===== src/hw/rtl/deq_pkg.sv =====
// deq_pkg: shared types, codes and constants of the double-ended queue
// no dependencies; used by the interfaces and every module of the block
package deq_pkg;

  localparam int DEPTH_DEF  = 16;
  localparam int OP_W       = 3;
  localparam int DATA_W     = 32;
  localparam int STATUS_W   = 2;
  localparam int CMDQ_DEPTH = 2;
  localparam int CMDQ_AW    = $clog2(CMDQ_DEPTH);
  localparam int CMDQ_CW    = $clog2(CMDQ_DEPTH + 1);

  // operation codes of an input item
  typedef enum logic [OP_W-1:0] {
    OP_LIST       = 3'd0,
    OP_PUSH_FRONT = 3'd1,
    OP_POP_FRONT  = 3'd2,
    OP_PUSH_BACK  = 3'd3,
    OP_POP_BACK   = 3'd4
  } op_t;

  // result status codes
  typedef enum logic [STATUS_W-1:0] {
    ST_OK        = 2'd0,
    ST_OVERFLOW  = 2'd1,
    ST_UNDERFLOW = 2'd2
  } status_t;

  // classified command kinds
  typedef enum logic [1:0] {
    CMD_LIST = 2'd0,
    CMD_PUSH = 2'd1,
    CMD_POP  = 2'd2
  } cmd_kind_t;

  typedef struct packed {
    cmd_kind_t                 kind;
    logic                      at_front;
    logic signed [DATA_W-1:0]  value;
  } cmd_t;

endpackage


===== src/hw/rtl/deq_if.sv =====
// deq_if: valid/ready channel interfaces for items and results
// depends on deq_pkg
interface deq_in_if;
  logic                              valid;
  logic                              ready;
  logic [deq_pkg::OP_W-1:0]          operation;
  logic signed [deq_pkg::DATA_W-1:0] value;

  modport source (output valid, operation, value, input ready);
  modport sink   (input valid, operation, value, output ready);
endinterface

interface deq_out_if;
  logic                              valid;
  logic                              ready;
  logic signed [deq_pkg::DATA_W-1:0] data;
  logic [deq_pkg::STATUS_W-1:0]      status;
  logic                              last;

  modport source (output valid, data, status, last, input ready);
  modport sink   (input valid, data, status, last, output ready);
endinterface


===== src/hw/rtl/deq_front.sv =====
// deq_front: accepts input items and turns them into queue commands
// depends on deq_pkg and deq_if; unused operation codes are dropped here
module deq_front (
  deq_in_if.sink          in_ch,
  output logic            cmd_valid,
  input  logic            cmd_ready,
  output deq_pkg::cmd_t   cmd
);

  logic op_ok;

  always_comb begin
    op_ok        = 1'b1;
    cmd.kind     = deq_pkg::CMD_LIST;
    cmd.at_front = 1'b0;
    cmd.value    = in_ch.value;
    unique case (in_ch.operation)
      deq_pkg::OP_LIST: begin
        cmd.kind = deq_pkg::CMD_LIST;
      end
      deq_pkg::OP_PUSH_FRONT: begin
        cmd.kind     = deq_pkg::CMD_PUSH;
        cmd.at_front = 1'b1;
      end
      deq_pkg::OP_POP_FRONT: begin
        cmd.kind     = deq_pkg::CMD_POP;
        cmd.at_front = 1'b1;
      end
      deq_pkg::OP_PUSH_BACK: begin
        cmd.kind = deq_pkg::CMD_PUSH;
      end
      deq_pkg::OP_POP_BACK: begin
        cmd.kind = deq_pkg::CMD_POP;
      end
      default: begin
        op_ok = 1'b0;
      end
    endcase
  end

  // unused codes are taken and dropped, never queued
  assign in_ch.ready = cmd_ready;
  assign cmd_valid   = in_ch.valid && op_ok;

endmodule


===== src/hw/rtl/deq_cmd_q.sv =====
// deq_cmd_q: short command queue between the front and back parts
// depends on deq_pkg
module deq_cmd_q (
  input  logic           clk,
  input  logic           rst_n,
  input  logic           push_valid,
  output logic           push_ready,
  input  deq_pkg::cmd_t  push_cmd,
  output logic           pop_valid,
  input  logic           pop_ready,
  output deq_pkg::cmd_t  pop_cmd
);

  deq_pkg::cmd_t                 slot_r [deq_pkg::CMDQ_DEPTH];
  logic [deq_pkg::CMDQ_AW-1:0]   wr_ptr_r, wr_ptr_nxt;
  logic [deq_pkg::CMDQ_AW-1:0]   rd_ptr_r, rd_ptr_nxt;
  logic [deq_pkg::CMDQ_CW-1:0]   fill_r, fill_nxt;
  logic                          do_push, do_pop;

  function automatic logic [deq_pkg::CMDQ_AW-1:0] ptr_inc(
    input logic [deq_pkg::CMDQ_AW-1:0] p
  );
    if (p == deq_pkg::CMDQ_AW'(deq_pkg::CMDQ_DEPTH - 1)) begin
      return '0;
    end
    return p + deq_pkg::CMDQ_AW'(1);
  endfunction

  assign push_ready = (fill_r != deq_pkg::CMDQ_CW'(deq_pkg::CMDQ_DEPTH));
  assign pop_valid  = (fill_r != '0);
  assign pop_cmd    = slot_r[rd_ptr_r];
  assign do_push    = push_valid && push_ready;
  assign do_pop     = pop_valid && pop_ready;

  always_comb begin
    wr_ptr_nxt = do_push ? ptr_inc(wr_ptr_r) : wr_ptr_r;
    rd_ptr_nxt = do_pop ? ptr_inc(rd_ptr_r) : rd_ptr_r;
    fill_nxt   = fill_r;
    if (do_push && !do_pop) begin
      fill_nxt = fill_r + deq_pkg::CMDQ_CW'(1);
    end else if (do_pop && !do_push) begin
      fill_nxt = fill_r - deq_pkg::CMDQ_CW'(1);
    end
  end

  always_ff @(posedge clk) begin
    if (!rst_n) begin
      wr_ptr_r <= '0;
      rd_ptr_r <= '0;
      fill_r   <= '0;
    end else begin
      wr_ptr_r <= wr_ptr_nxt;
      rd_ptr_r <= rd_ptr_nxt;
      fill_r   <= fill_nxt;
    end
  end

  always_ff @(posedge clk) begin
    if (do_push) begin
      slot_r[wr_ptr_r] <= push_cmd;
    end
  end

endmodule


===== src/hw/rtl/deq_back.sv =====
// deq_back: ring store, front index and count; executes queued commands
// depends on deq_pkg and deq_if; drives the registered result channel
module deq_back #(
  parameter int DEPTH = deq_pkg::DEPTH_DEF
) (
  input  logic           clk,
  input  logic           rst_n,
  input  logic           cmd_valid,
  output logic           cmd_ready,
  input  deq_pkg::cmd_t  cmd,
  deq_out_if.source      out_ch
);

  localparam int AW = (DEPTH > 1) ? $clog2(DEPTH) : 1;
  localparam int CW = $clog2(DEPTH + 1);
  localparam int SW = AW + 1;

  typedef enum logic [2:0] {
    S_IDLE = 3'b001,
    S_WAIT = 3'b010,
    S_LIST = 3'b100
  } state_t;

  state_t                             state_r, state_nxt;
  logic [AW-1:0]                      front_r, front_nxt;
  logic [CW-1:0]                      count_r, count_nxt;
  logic [CW-1:0]                      walk_r, walk_nxt;
  logic                               is_list_r, is_list_nxt;
  logic                               last_pend_r, last_pend_nxt;
  logic                               out_valid_r, out_valid_nxt;
  logic signed [deq_pkg::DATA_W-1:0]  out_data_r, out_data_nxt;
  logic [deq_pkg::STATUS_W-1:0]       out_status_r, out_status_nxt;
  logic                               out_last_r, out_last_nxt;

  logic signed [deq_pkg::DATA_W-1:0]  mem [DEPTH];
  logic signed [deq_pkg::DATA_W-1:0]  rdata_r;
  logic                               we, re;
  logic [AW-1:0]                      waddr, raddr;

  logic                               out_free, cmd_fire, full, empty;
  logic [CW-1:0]                      count_m1;

  function automatic logic [AW-1:0] ring_add(input logic [AW-1:0] a, input logic [AW-1:0] b);
    logic [SW-1:0] s;
    s = {1'b0, a} + {1'b0, b};
    if (s >= SW'(DEPTH)) begin
      s = s - SW'(DEPTH);
    end
    return s[AW-1:0];
  endfunction

  assign out_free  = !out_valid_r || out_ch.ready;
  assign cmd_ready = (state_r == S_IDLE) && out_free;
  assign cmd_fire  = cmd_valid && cmd_ready;
  assign full      = (count_r == CW'(DEPTH));
  assign empty     = (count_r == '0);
  assign count_m1  = count_r - CW'(1);

  always_comb begin
    state_nxt      = state_r;
    front_nxt      = front_r;
    count_nxt      = count_r;
    walk_nxt       = walk_r;
    is_list_nxt    = is_list_r;
    last_pend_nxt  = last_pend_r;
    out_valid_nxt  = out_valid_r && !out_ch.ready;
    out_data_nxt   = out_data_r;
    out_status_nxt = out_status_r;
    out_last_nxt   = out_last_r;
    we             = 1'b0;
    re             = 1'b0;
    waddr          = front_r;
    raddr          = front_r;

    unique case (state_r)
      S_IDLE: begin
        if (cmd_fire) begin
          unique case (cmd.kind)
            deq_pkg::CMD_PUSH: begin
              out_valid_nxt = 1'b1;
              out_data_nxt  = '0;
              out_last_nxt  = 1'b1;
              if (full) begin
                out_status_nxt = deq_pkg::ST_OVERFLOW;
              end else begin
                out_status_nxt = deq_pkg::ST_OK;
                we             = 1'b1;
                count_nxt      = count_r + CW'(1);
                if (cmd.at_front) begin
                  front_nxt = (front_r == '0) ? AW'(DEPTH - 1) : front_r - AW'(1);
                  waddr     = front_nxt;
                end else begin
                  waddr = ring_add(front_r, count_r[AW-1:0]);
                end
              end
            end
            deq_pkg::CMD_POP: begin
              if (empty) begin
                out_valid_nxt  = 1'b1;
                out_data_nxt   = '0;
                out_status_nxt = deq_pkg::ST_UNDERFLOW;
                out_last_nxt   = 1'b1;
              end else begin
                re            = 1'b1;
                count_nxt     = count_m1;
                last_pend_nxt = 1'b1;
                is_list_nxt   = 1'b0;
                state_nxt     = S_WAIT;
                if (cmd.at_front) begin
                  raddr     = front_r;
                  front_nxt = ring_add(front_r, AW'(1));
                end else begin
                  raddr = ring_add(front_r, count_m1[AW-1:0]);
                end
              end
            end
            deq_pkg::CMD_LIST: begin
              if (empty) begin
                out_valid_nxt  = 1'b1;
                out_data_nxt   = '0;
                out_status_nxt = deq_pkg::ST_UNDERFLOW;
                out_last_nxt   = 1'b1;
              end else begin
                re            = 1'b1;
                raddr         = front_r;
                walk_nxt      = CW'(1);
                last_pend_nxt = (count_r == CW'(1));
                is_list_nxt   = 1'b1;
                state_nxt     = S_WAIT;
              end
            end
            default: begin
              state_nxt = S_IDLE;
            end
          endcase
        end
      end
      S_WAIT: begin
        // read data is back; the result register is known to be empty here
        out_valid_nxt  = 1'b1;
        out_data_nxt   = rdata_r;
        out_status_nxt = deq_pkg::ST_OK;
        out_last_nxt   = last_pend_r;
        state_nxt      = (is_list_r && !last_pend_r) ? S_LIST : S_IDLE;
      end
      S_LIST: begin
        if (out_free) begin
          re            = 1'b1;
          raddr         = ring_add(front_r, walk_r[AW-1:0]);
          last_pend_nxt = ((walk_r + CW'(1)) == count_r);
          walk_nxt      = walk_r + CW'(1);
          state_nxt     = S_WAIT;
        end
      end
      default: begin
        state_nxt = S_IDLE;
      end
    endcase
  end

  always_ff @(posedge clk) begin
    if (!rst_n) begin
      state_r     <= S_IDLE;
      front_r     <= '0;
      count_r     <= '0;
      out_valid_r <= 1'b0;
    end else begin
      state_r     <= state_nxt;
      front_r     <= front_nxt;
      count_r     <= count_nxt;
      out_valid_r <= out_valid_nxt;
    end
  end

  always_ff @(posedge clk) begin
    walk_r       <= walk_nxt;
    is_list_r    <= is_list_nxt;
    last_pend_r  <= last_pend_nxt;
    out_data_r   <= out_data_nxt;
    out_status_r <= out_status_nxt;
    out_last_r   <= out_last_nxt;
  end

  // ring store: one write and one registered read port
  always_ff @(posedge clk) begin
    if (we) begin
      mem[waddr] <= cmd.value;
    end
    if (re) begin
      rdata_r <= mem[raddr];
    end
  end

  assign out_ch.valid  = out_valid_r;
  assign out_ch.data   = out_data_r;
  assign out_ch.status = out_status_r;
  assign out_ch.last   = out_last_r;

  a_count_bound: assert property (@(posedge clk) disable iff (!rst_n)
    count_r <= CW'(DEPTH))
    else $error("entry count above depth");

  a_wait_out_empty: assert property (@(posedge clk) disable iff (!rst_n)
    state_r == S_WAIT |-> !out_valid_r)
    else $error("read data returned while result register busy");

  a_list_nonempty: assert property (@(posedge clk) disable iff (!rst_n)
    (state_r == S_LIST || state_r == S_WAIT) |-> !empty || !is_list_r)
    else $error("list walk on an empty queue");

  a_count_step: assert property (@(posedge clk) disable iff (!rst_n)
    $past(rst_n) && count_r != $past(count_r) |->
      (count_r == $past(count_r) + CW'(1) || count_r == $past(count_r) - CW'(1)))
    else $error("entry count moved by more than one");

  a_push_idle: assert property (@(posedge clk) disable iff (!rst_n)
    we |-> state_r == S_IDLE && !re)
    else $error("store write outside a push");

endmodule


===== src/hw/rtl/double_ended_queue_core.sv =====
// double_ended_queue_core: top level of the bounded double-ended queue
// depends on deq_pkg, deq_if, deq_front, deq_cmd_q and deq_back
//
// A bounded double-ended queue of signed 32-bit entries held in a ring store
// of DEPTH words. Each accepted item on in_ch carries an operation:
// list, push front, pop front, push back or pop back; codes 5 to 7 are taken
// and dropped with no result. Every other item gives one or more results on
// out_ch with last set on its final one: a push gives ok or overflow, a pop
// gives the removed entry or underflow, a list gives every entry from front to
// back (or a single underflow when empty). The front part classifies items
// into a two-entry command queue, so input keeps flowing while the back part
// works. In the back part a push completes in the idle state, while a pop and
// each entry of a list wait on the registered read port of the ring store.
// Results are held in an output register, so a stalled out_ch only stops the
// back part once that register is full. No clearing pass is needed after
// reset.
module double_ended_queue_core #(
  parameter int DEPTH = deq_pkg::DEPTH_DEF
) (
  input  logic       clk,
  input  logic       rst_n,
  deq_in_if.sink     in_ch,
  deq_out_if.source  out_ch
);

  // classified command, front part to queue
  logic           fq_valid, fq_ready;
  deq_pkg::cmd_t  fq_cmd;

  // queued command, queue to back part
  logic           qb_valid, qb_ready;
  deq_pkg::cmd_t  qb_cmd;

  // front part: takes every item, queues only the real operations
  deq_front u_front (
    .in_ch     (in_ch),
    .cmd_valid (fq_valid),
    .cmd_ready (fq_ready),
    .cmd       (fq_cmd)
  );

  // decoupling queue so either side can stall on its own
  deq_cmd_q u_cmd_q (
    .clk        (clk),
    .rst_n      (rst_n),
    .push_valid (fq_valid),
    .push_ready (fq_ready),
    .push_cmd   (fq_cmd),
    .pop_valid  (qb_valid),
    .pop_ready  (qb_ready),
    .pop_cmd    (qb_cmd)
  );

  // back part: ring store, indices and the result register
  deq_back #(
    .DEPTH (DEPTH)
  ) u_back (
    .clk       (clk),
    .rst_n     (rst_n),
    .cmd_valid (qb_valid),
    .cmd_ready (qb_ready),
    .cmd       (qb_cmd),
    .out_ch    (out_ch)
  );

endmodule


===== src/flat_wrapper.sv =====
// flat-port wrapper written by rule: the top's interface ports become plain ports
module double_ended_queue_core_flat 
#(
  parameter int DEPTH = deq_pkg::DEPTH_DEF
)
  (clk, rst_n, in_ch_valid, in_ch_operation, in_ch_value, in_ch_ready, out_ch_valid, out_ch_data, out_ch_status, out_ch_last, out_ch_ready);
  deq_in_if in_ch_i ();
  deq_out_if out_ch_i ();
  input  logic clk;
  input  logic rst_n;
  input wire logic [$bits(in_ch_i.valid)-1:0] in_ch_valid;
  input wire logic [$bits(in_ch_i.operation)-1:0] in_ch_operation;
  input wire logic [$bits(in_ch_i.value)-1:0] in_ch_value;
  output wire logic [$bits(in_ch_i.ready)-1:0] in_ch_ready;
  output wire logic [$bits(out_ch_i.valid)-1:0] out_ch_valid;
  output wire logic [$bits(out_ch_i.data)-1:0] out_ch_data;
  output wire logic [$bits(out_ch_i.status)-1:0] out_ch_status;
  output wire logic [$bits(out_ch_i.last)-1:0] out_ch_last;
  input wire logic [$bits(out_ch_i.ready)-1:0] out_ch_ready;
  assign in_ch_i.valid = in_ch_valid;
  assign in_ch_i.operation = in_ch_operation;
  assign in_ch_i.value = in_ch_value;
  assign in_ch_ready = in_ch_i.ready;
  assign out_ch_valid = out_ch_i.valid;
  assign out_ch_data = out_ch_i.data;
  assign out_ch_status = out_ch_i.status;
  assign out_ch_last = out_ch_i.last;
  assign out_ch_i.ready = out_ch_ready;
  double_ended_queue_core #(.DEPTH(DEPTH)) u_core (.clk(clk), .rst_n(rst_n), .in_ch(in_ch_i), .out_ch(out_ch_i));
endmodule

===== config.mk =====
export PLATFORM = sky130hd
export DESIGN_NAME = double_ended_queue_core_flat
export DESIGN_NICKNAME = d
export VERILOG_FILES = /design/src/hw/rtl/deq_pkg.sv /design/src/hw/rtl/deq_if.sv /design/src/hw/rtl/deq_front.sv /design/src/hw/rtl/deq_cmd_q.sv /design/src/hw/rtl/deq_back.sv /design/src/hw/rtl/double_ended_queue_core.sv /design/src/flat_wrapper.sv
export SDC_FILE = /design/constraint.sdc
export NUM_CORES = 1
export LEC_CHECK = 0
export BUFFER_PORTS_ARGS = -buffer_cell sky130_fd_sc_hd__buf_2
export CORE_AREA = 3 3 220 222
export CTS_CLUSTER_DIAMETER = 200
export DETAILED_ROUTE_END_ITERATION = 6
export DIE_AREA = 0 0 223 225
export PLACE_DENSITY = 0.76
export SYNTH_ARGS = -nofsm -noshare
export SYNTH_HDL_FRONTEND = slang
export SYNTH_SLANG_ARGS = --single-unit
export TNS_END_PERCENT = 20

===== constraint.sdc =====
create_clock -name clk -period 8.8 [get_ports clk]
set_input_delay 1.32 -clock clk [delete_from_list [all_inputs] [get_ports clk]]
set_output_delay 1.32 -clock clk [all_outputs]
set_load 0.005 [all_outputs]

==> impl_metrics.py <==
metrics = {
    "sta": {
        "slew_headroom_pct": 17.6,
        "fin_tns_setup_ns": 0,
        "fin_skew_ns": 0.0281,
        "tightest_slew_ns": 1.24,
        "period_minus_slack_ns": 4.84,
        "fmax_mhz": 206,
        "period_share_pct": 55.0,
        "rsz0062_at_grt": "false",
        "hold_violations": 0,
        "final_max_slew_viol_count": 0,
        "setup_violations": 0,
    },
    "synth": {
        "ys_ff_latch": 674,
        "synth-warning-count": 0,
        "avgSynthCellArea_sq_um": 16.7,
        "netlist_area_sq_um": 27800,
        "ys_seq_area_share_pct": 72.2,
        "synth_edf_count": 656,
        "syn-num-nets": 1726,
        "synthFlopType": "edfxtp_1",
        "yosysUniqueCellTypes": 70,
        "synth_cells": 1667,
        "async_reset_ff_share_pct": 0,
    },
    "worst_setup_path": {
        "worst_path_largest_cell_delay_ns": 0.65,
        "crit_chain": "inv_1 > fa_1 > o41ai_1 > or2_2 > or3_4 > buf_12 > mux2_2 > o221a_2 > a211o_1",
        "cp.required_ns": 9.14,
        "endpoint_kind": "flip-flop",
        "critPathSlowestCell": "o41ai_1",
        "critical_path_class": "reg2reg",
        "reg2reg_slack_ns": 3.96,
        "reg2reg_to": "u_core.u_back.rdata_r[12]",
        "start_kind": "flip-flop",
        "r2r-start": "u_core.u_back.front_r[1]",
        "worstPathArrival_ns": 5.19,
        "reg2regPathDepth": 9,
        "cp_max_fo": 125,
    },
    "worst_hold_path": {
        "worstHoldStart": "u_core.u_back.last_pend_r",
        "hold_depth": 1,
        "hold_path.class": "reg2reg",
        "hold_end": "u_core.u_back.out_ch.last",
    },
    "power_and_ir_drop": {
        "p_comb_share_pct": 21.3,
        "internal_power_mw": 6.24,
        "p_per_area_nw_per_um2": 283,
        "ir_drop_v": 0.000186,
        "p_sw_mw": 2.50,
        "sequentialPowerShare_pct": 47.1,
        "pwr-share-clk_pct": 31.6,
        "p_sw_share_pct": 28.6,
        "p_leak_nw": 9.87,
        "p_total_mw": 8.74,
    },
    "drt": {
        "ant_nets": 0,
        "routed_wl_um": 64100,
        "drc": 0,
        "wl_per_cell_um": 26.9,
        "num_vias": 15700,
        "viasPerCell": 6.57,
        "drtIter0Drc": 1681,
        "drtPass1Iterations": 5,
    },
    "clock_tree": {
        "clk_pin_slew_ns": 0.06,
        "cts_tree": "done",
        "cts_resized": 0,
        "postCtsSetupRepairBufs": 0,
        "h-tree-depth": 3,
        "cts.path.max_buffers": 3,
        "cts_root_buf": "clkbuf_16",
        "cts_sinks": 674,
        "clkLatencyLatePin_ns": 0.61,
        "cts_hold_buf": 0,
        "numCtsBuffers": 67,
    },
    "die": {
        "initial_core_util_pct": 59.7,
        "row_count": 79,
        "fp.dieH_um": 225,
        "fp.dieW_um": 223,
        "dieArea_sq_um": 50200,
        "core_sq_um": 46600,
        "io_pins": 76,
    },
    "placement": {
        "place_congestion": 0.832,
        "hpwl_um": 32200,
        "portBuffers": 75,
    },
    "cells_and_area": {
        "drive_gt1_share_pct": 20.3,
        "final_common_cell": "edfxtp_1",
        "seq_area_sq_um": 20100,
        "synthToLayoutAreaGrowth_pct": 11.1,
        "antenna_cells": 0,
        "final_net_count": 1783,
        "fill_cells": 3039,
        "mostFrequentLayoutCells": "edfxtp_1 (656), and2_1 (162), a221oi_1 (126)",
        "multiInputGateArea_sq_um": 7200,
    },
    "global_routing": {
        "grt_pass1_wl_um": 96100,
        "grt_usage_pct": 25.4,
        "grt_antenna_before_repair": 0,
        "grt_max_degree": 126,
        "grt-ovfl-total": 0,
        "grt_pass1_vias": 15500,
    },
    "run_status": {
        "outcome": "complete, no violations",
    },
    "job": {
        "cap_violations": 0,
    },
}
[per-stage QoR]
step	cell area, sq um	std cells	utilization, %	hold WS [ns]	worst slack, ns
after floorplan	27800	1667	-	0.472	4.29
after global placement	28800	2262	61.8	0.485	3.77
after detailed placement	28800	2262	61.8	0.504	3.68
after CTS	30900	2382	66.3	0.521	3.99
after global routing	30900	2382	66.3	0.544	3.73
final	30900	2382	66.3	0.521	3.96
[layer usage]
layer	track usage [%]	vias to the layer above	share of wire (%)
li1	-	6833	-
met1	35.4	7946	41
met2	41.1	753	49
met3	4.01	118	7.7
met4	9.35	0	2.6
met5	0	-	0
[power by group through the flow]
stage	Clock (mW)	Combinational (mW)	Sequential [mW]
finish	2.76	1.86	4.12
global route	2.92	2.01	4.14
CTS	2.79	1.86	4.12
detailed placement	0	1.84	4.18
global placement	0	1.78	4.18
floorplan	0	1.25	4.18
[worst max path at each step]
| stage | slack [ns] | end | cells after the start | startpoint |
|---|---|---|---|---|
| finish | 3.96 | u_core.u_back.rdata_r[12] | 9 | u_core.u_back.front_r[1] |
| global route | 3.73 | u_core.u_back.rdata_r[2] | 9 | u_core.u_back.front_r[1] |
| CTS | 3.99 | u_core.u_back.rdata_r[12] | 9 | u_core.u_back.front_r[1] |
| detailed placement | 3.68 | u_core.u_back.rdata_r[9] | 9 | out_ch_ready |
| global placement | 3.77 | u_core.u_back.rdata_r[12] | 9 | out_ch_ready |
| floorplan | 4.29 | u_core.u_back.rdata_r[0] | 3 | out_ch_ready |
[kinds of logic after synthesis]
family,share of synthesized area [%]
DFF,72.2
AOI/OAI and AO/OA,10.4
and+or+nand+nor,6.17
muxes,6.61
buffers and inverters,2.69
xor gates and xnor gates,0.972
adders and majority gates,0.981
[registers in the layout, indices dropped and copies added, names as in the netlist, named ones only]
register / count
u_core.u_back.out_ch.data: 32
u_core.u_cmd_q.fill_r: 2
u_core.u_back.out_ch.status: 2
u_core.u_back.state_r: 3
u_core.u_back.rdata_r: 32
u_core.u_back.is_list_r: 1
u_core.u_back.front_r: 4
u_core.u_back.last_pend_r: 1
u_core.u_cmd_q.wr_ptr_r: 1
u_core.u_cmd_q.slot_r: 70
u_core.u_back.walk_r: 5
u_core.u_back.count_r: 5
u_core.u_back.out_ch.last: 1
u_core.u_back.mem: 512
u_core.u_back.out_ch.valid: 1
u_core.u_cmd_q.rd_ptr_r: 1
[area by class of cell]
| cell class | count | share of cell area (%) |
|---|---|---|
| repair buffers | 113 | 2.22 |
| well taps | 607 | 2.46 |
| clock buffers | 85 | 5.89 |
| inverters | 17 | 0.207 |
| clock inverters | 35 | 0.956 |
| multi-input cells | 851 | 23.3 |
| flip-flops and latches | 674 | 65.0 |
[worst max-delay path, delay by kind of cell (launching register included)]
kind	cells	cell delay, ns
muxes	1	0.42
buffers and inverters	2	0.84
AOI/OAI and AO/OA	3	1.23
adders and majority gates	1	0.52
DFF	1	0.55
and+or+nand+nor	2	0.89
[cells in the mapped netlist (4+ instances only)]
| library cell | number | area (sq um) |
|---|---|---|
| o21ai_0 | 40 | 200 |
| nand2_1 | 15 | 56.3 |
| a221oi_1 | 126 | 1100 |
| or2_2 | 7 | 43.8 |
| a2111oi_0 | 64 | 561 |
| ha_1 | 17 | 213 |
| buf_8 | 4 | 60.1 |
| a21oi_1 | 20 | 100 |
| mux2_2 | 72 | 811 |
| mux2_4 | 21 | 315 |
| xor2_1 | 12 | 105 |
| buf_12 | 5 | 100 |
| a21o_1 | 4 | 30.0 |
| dfxtp_1 | 18 | 360 |
| mux2i_1 | 71 | 711 |
| o221a_1 | 14 | 158 |
| inv_1 | 17 | 63.8 |
| xnor2_1 | 17 | 149 |
| nor3b_1 | 5 | 37.5 |
| buf_2 | 23 | 115 |
| buf_6 | 5 | 56.3 |
| nand2b_1 | 7 | 43.8 |
| a211oi_1 | 4 | 30.0 |
| o31ai_1 | 5 | 37.5 |
| o221a_2 | 16 | 180 |
| edfxtp_1 | 656 | 19700 |
| buf_4 | 5 | 37.5 |
| a211o_1 | 31 | 272 |
| nand3_1 | 8 | 40.0 |
| nor2b_1 | 4 | 25.0 |
| and2_1 | 163 | 1020 |
| nor3_1 | 7 | 35.0 |
| nor2_1 | 52 | 195 |
| clkbuf_1 | 76 | 285 |
| buf_1 | 5 | 18.8 |
Note: power is estimated with default switching activity, not from simulation.
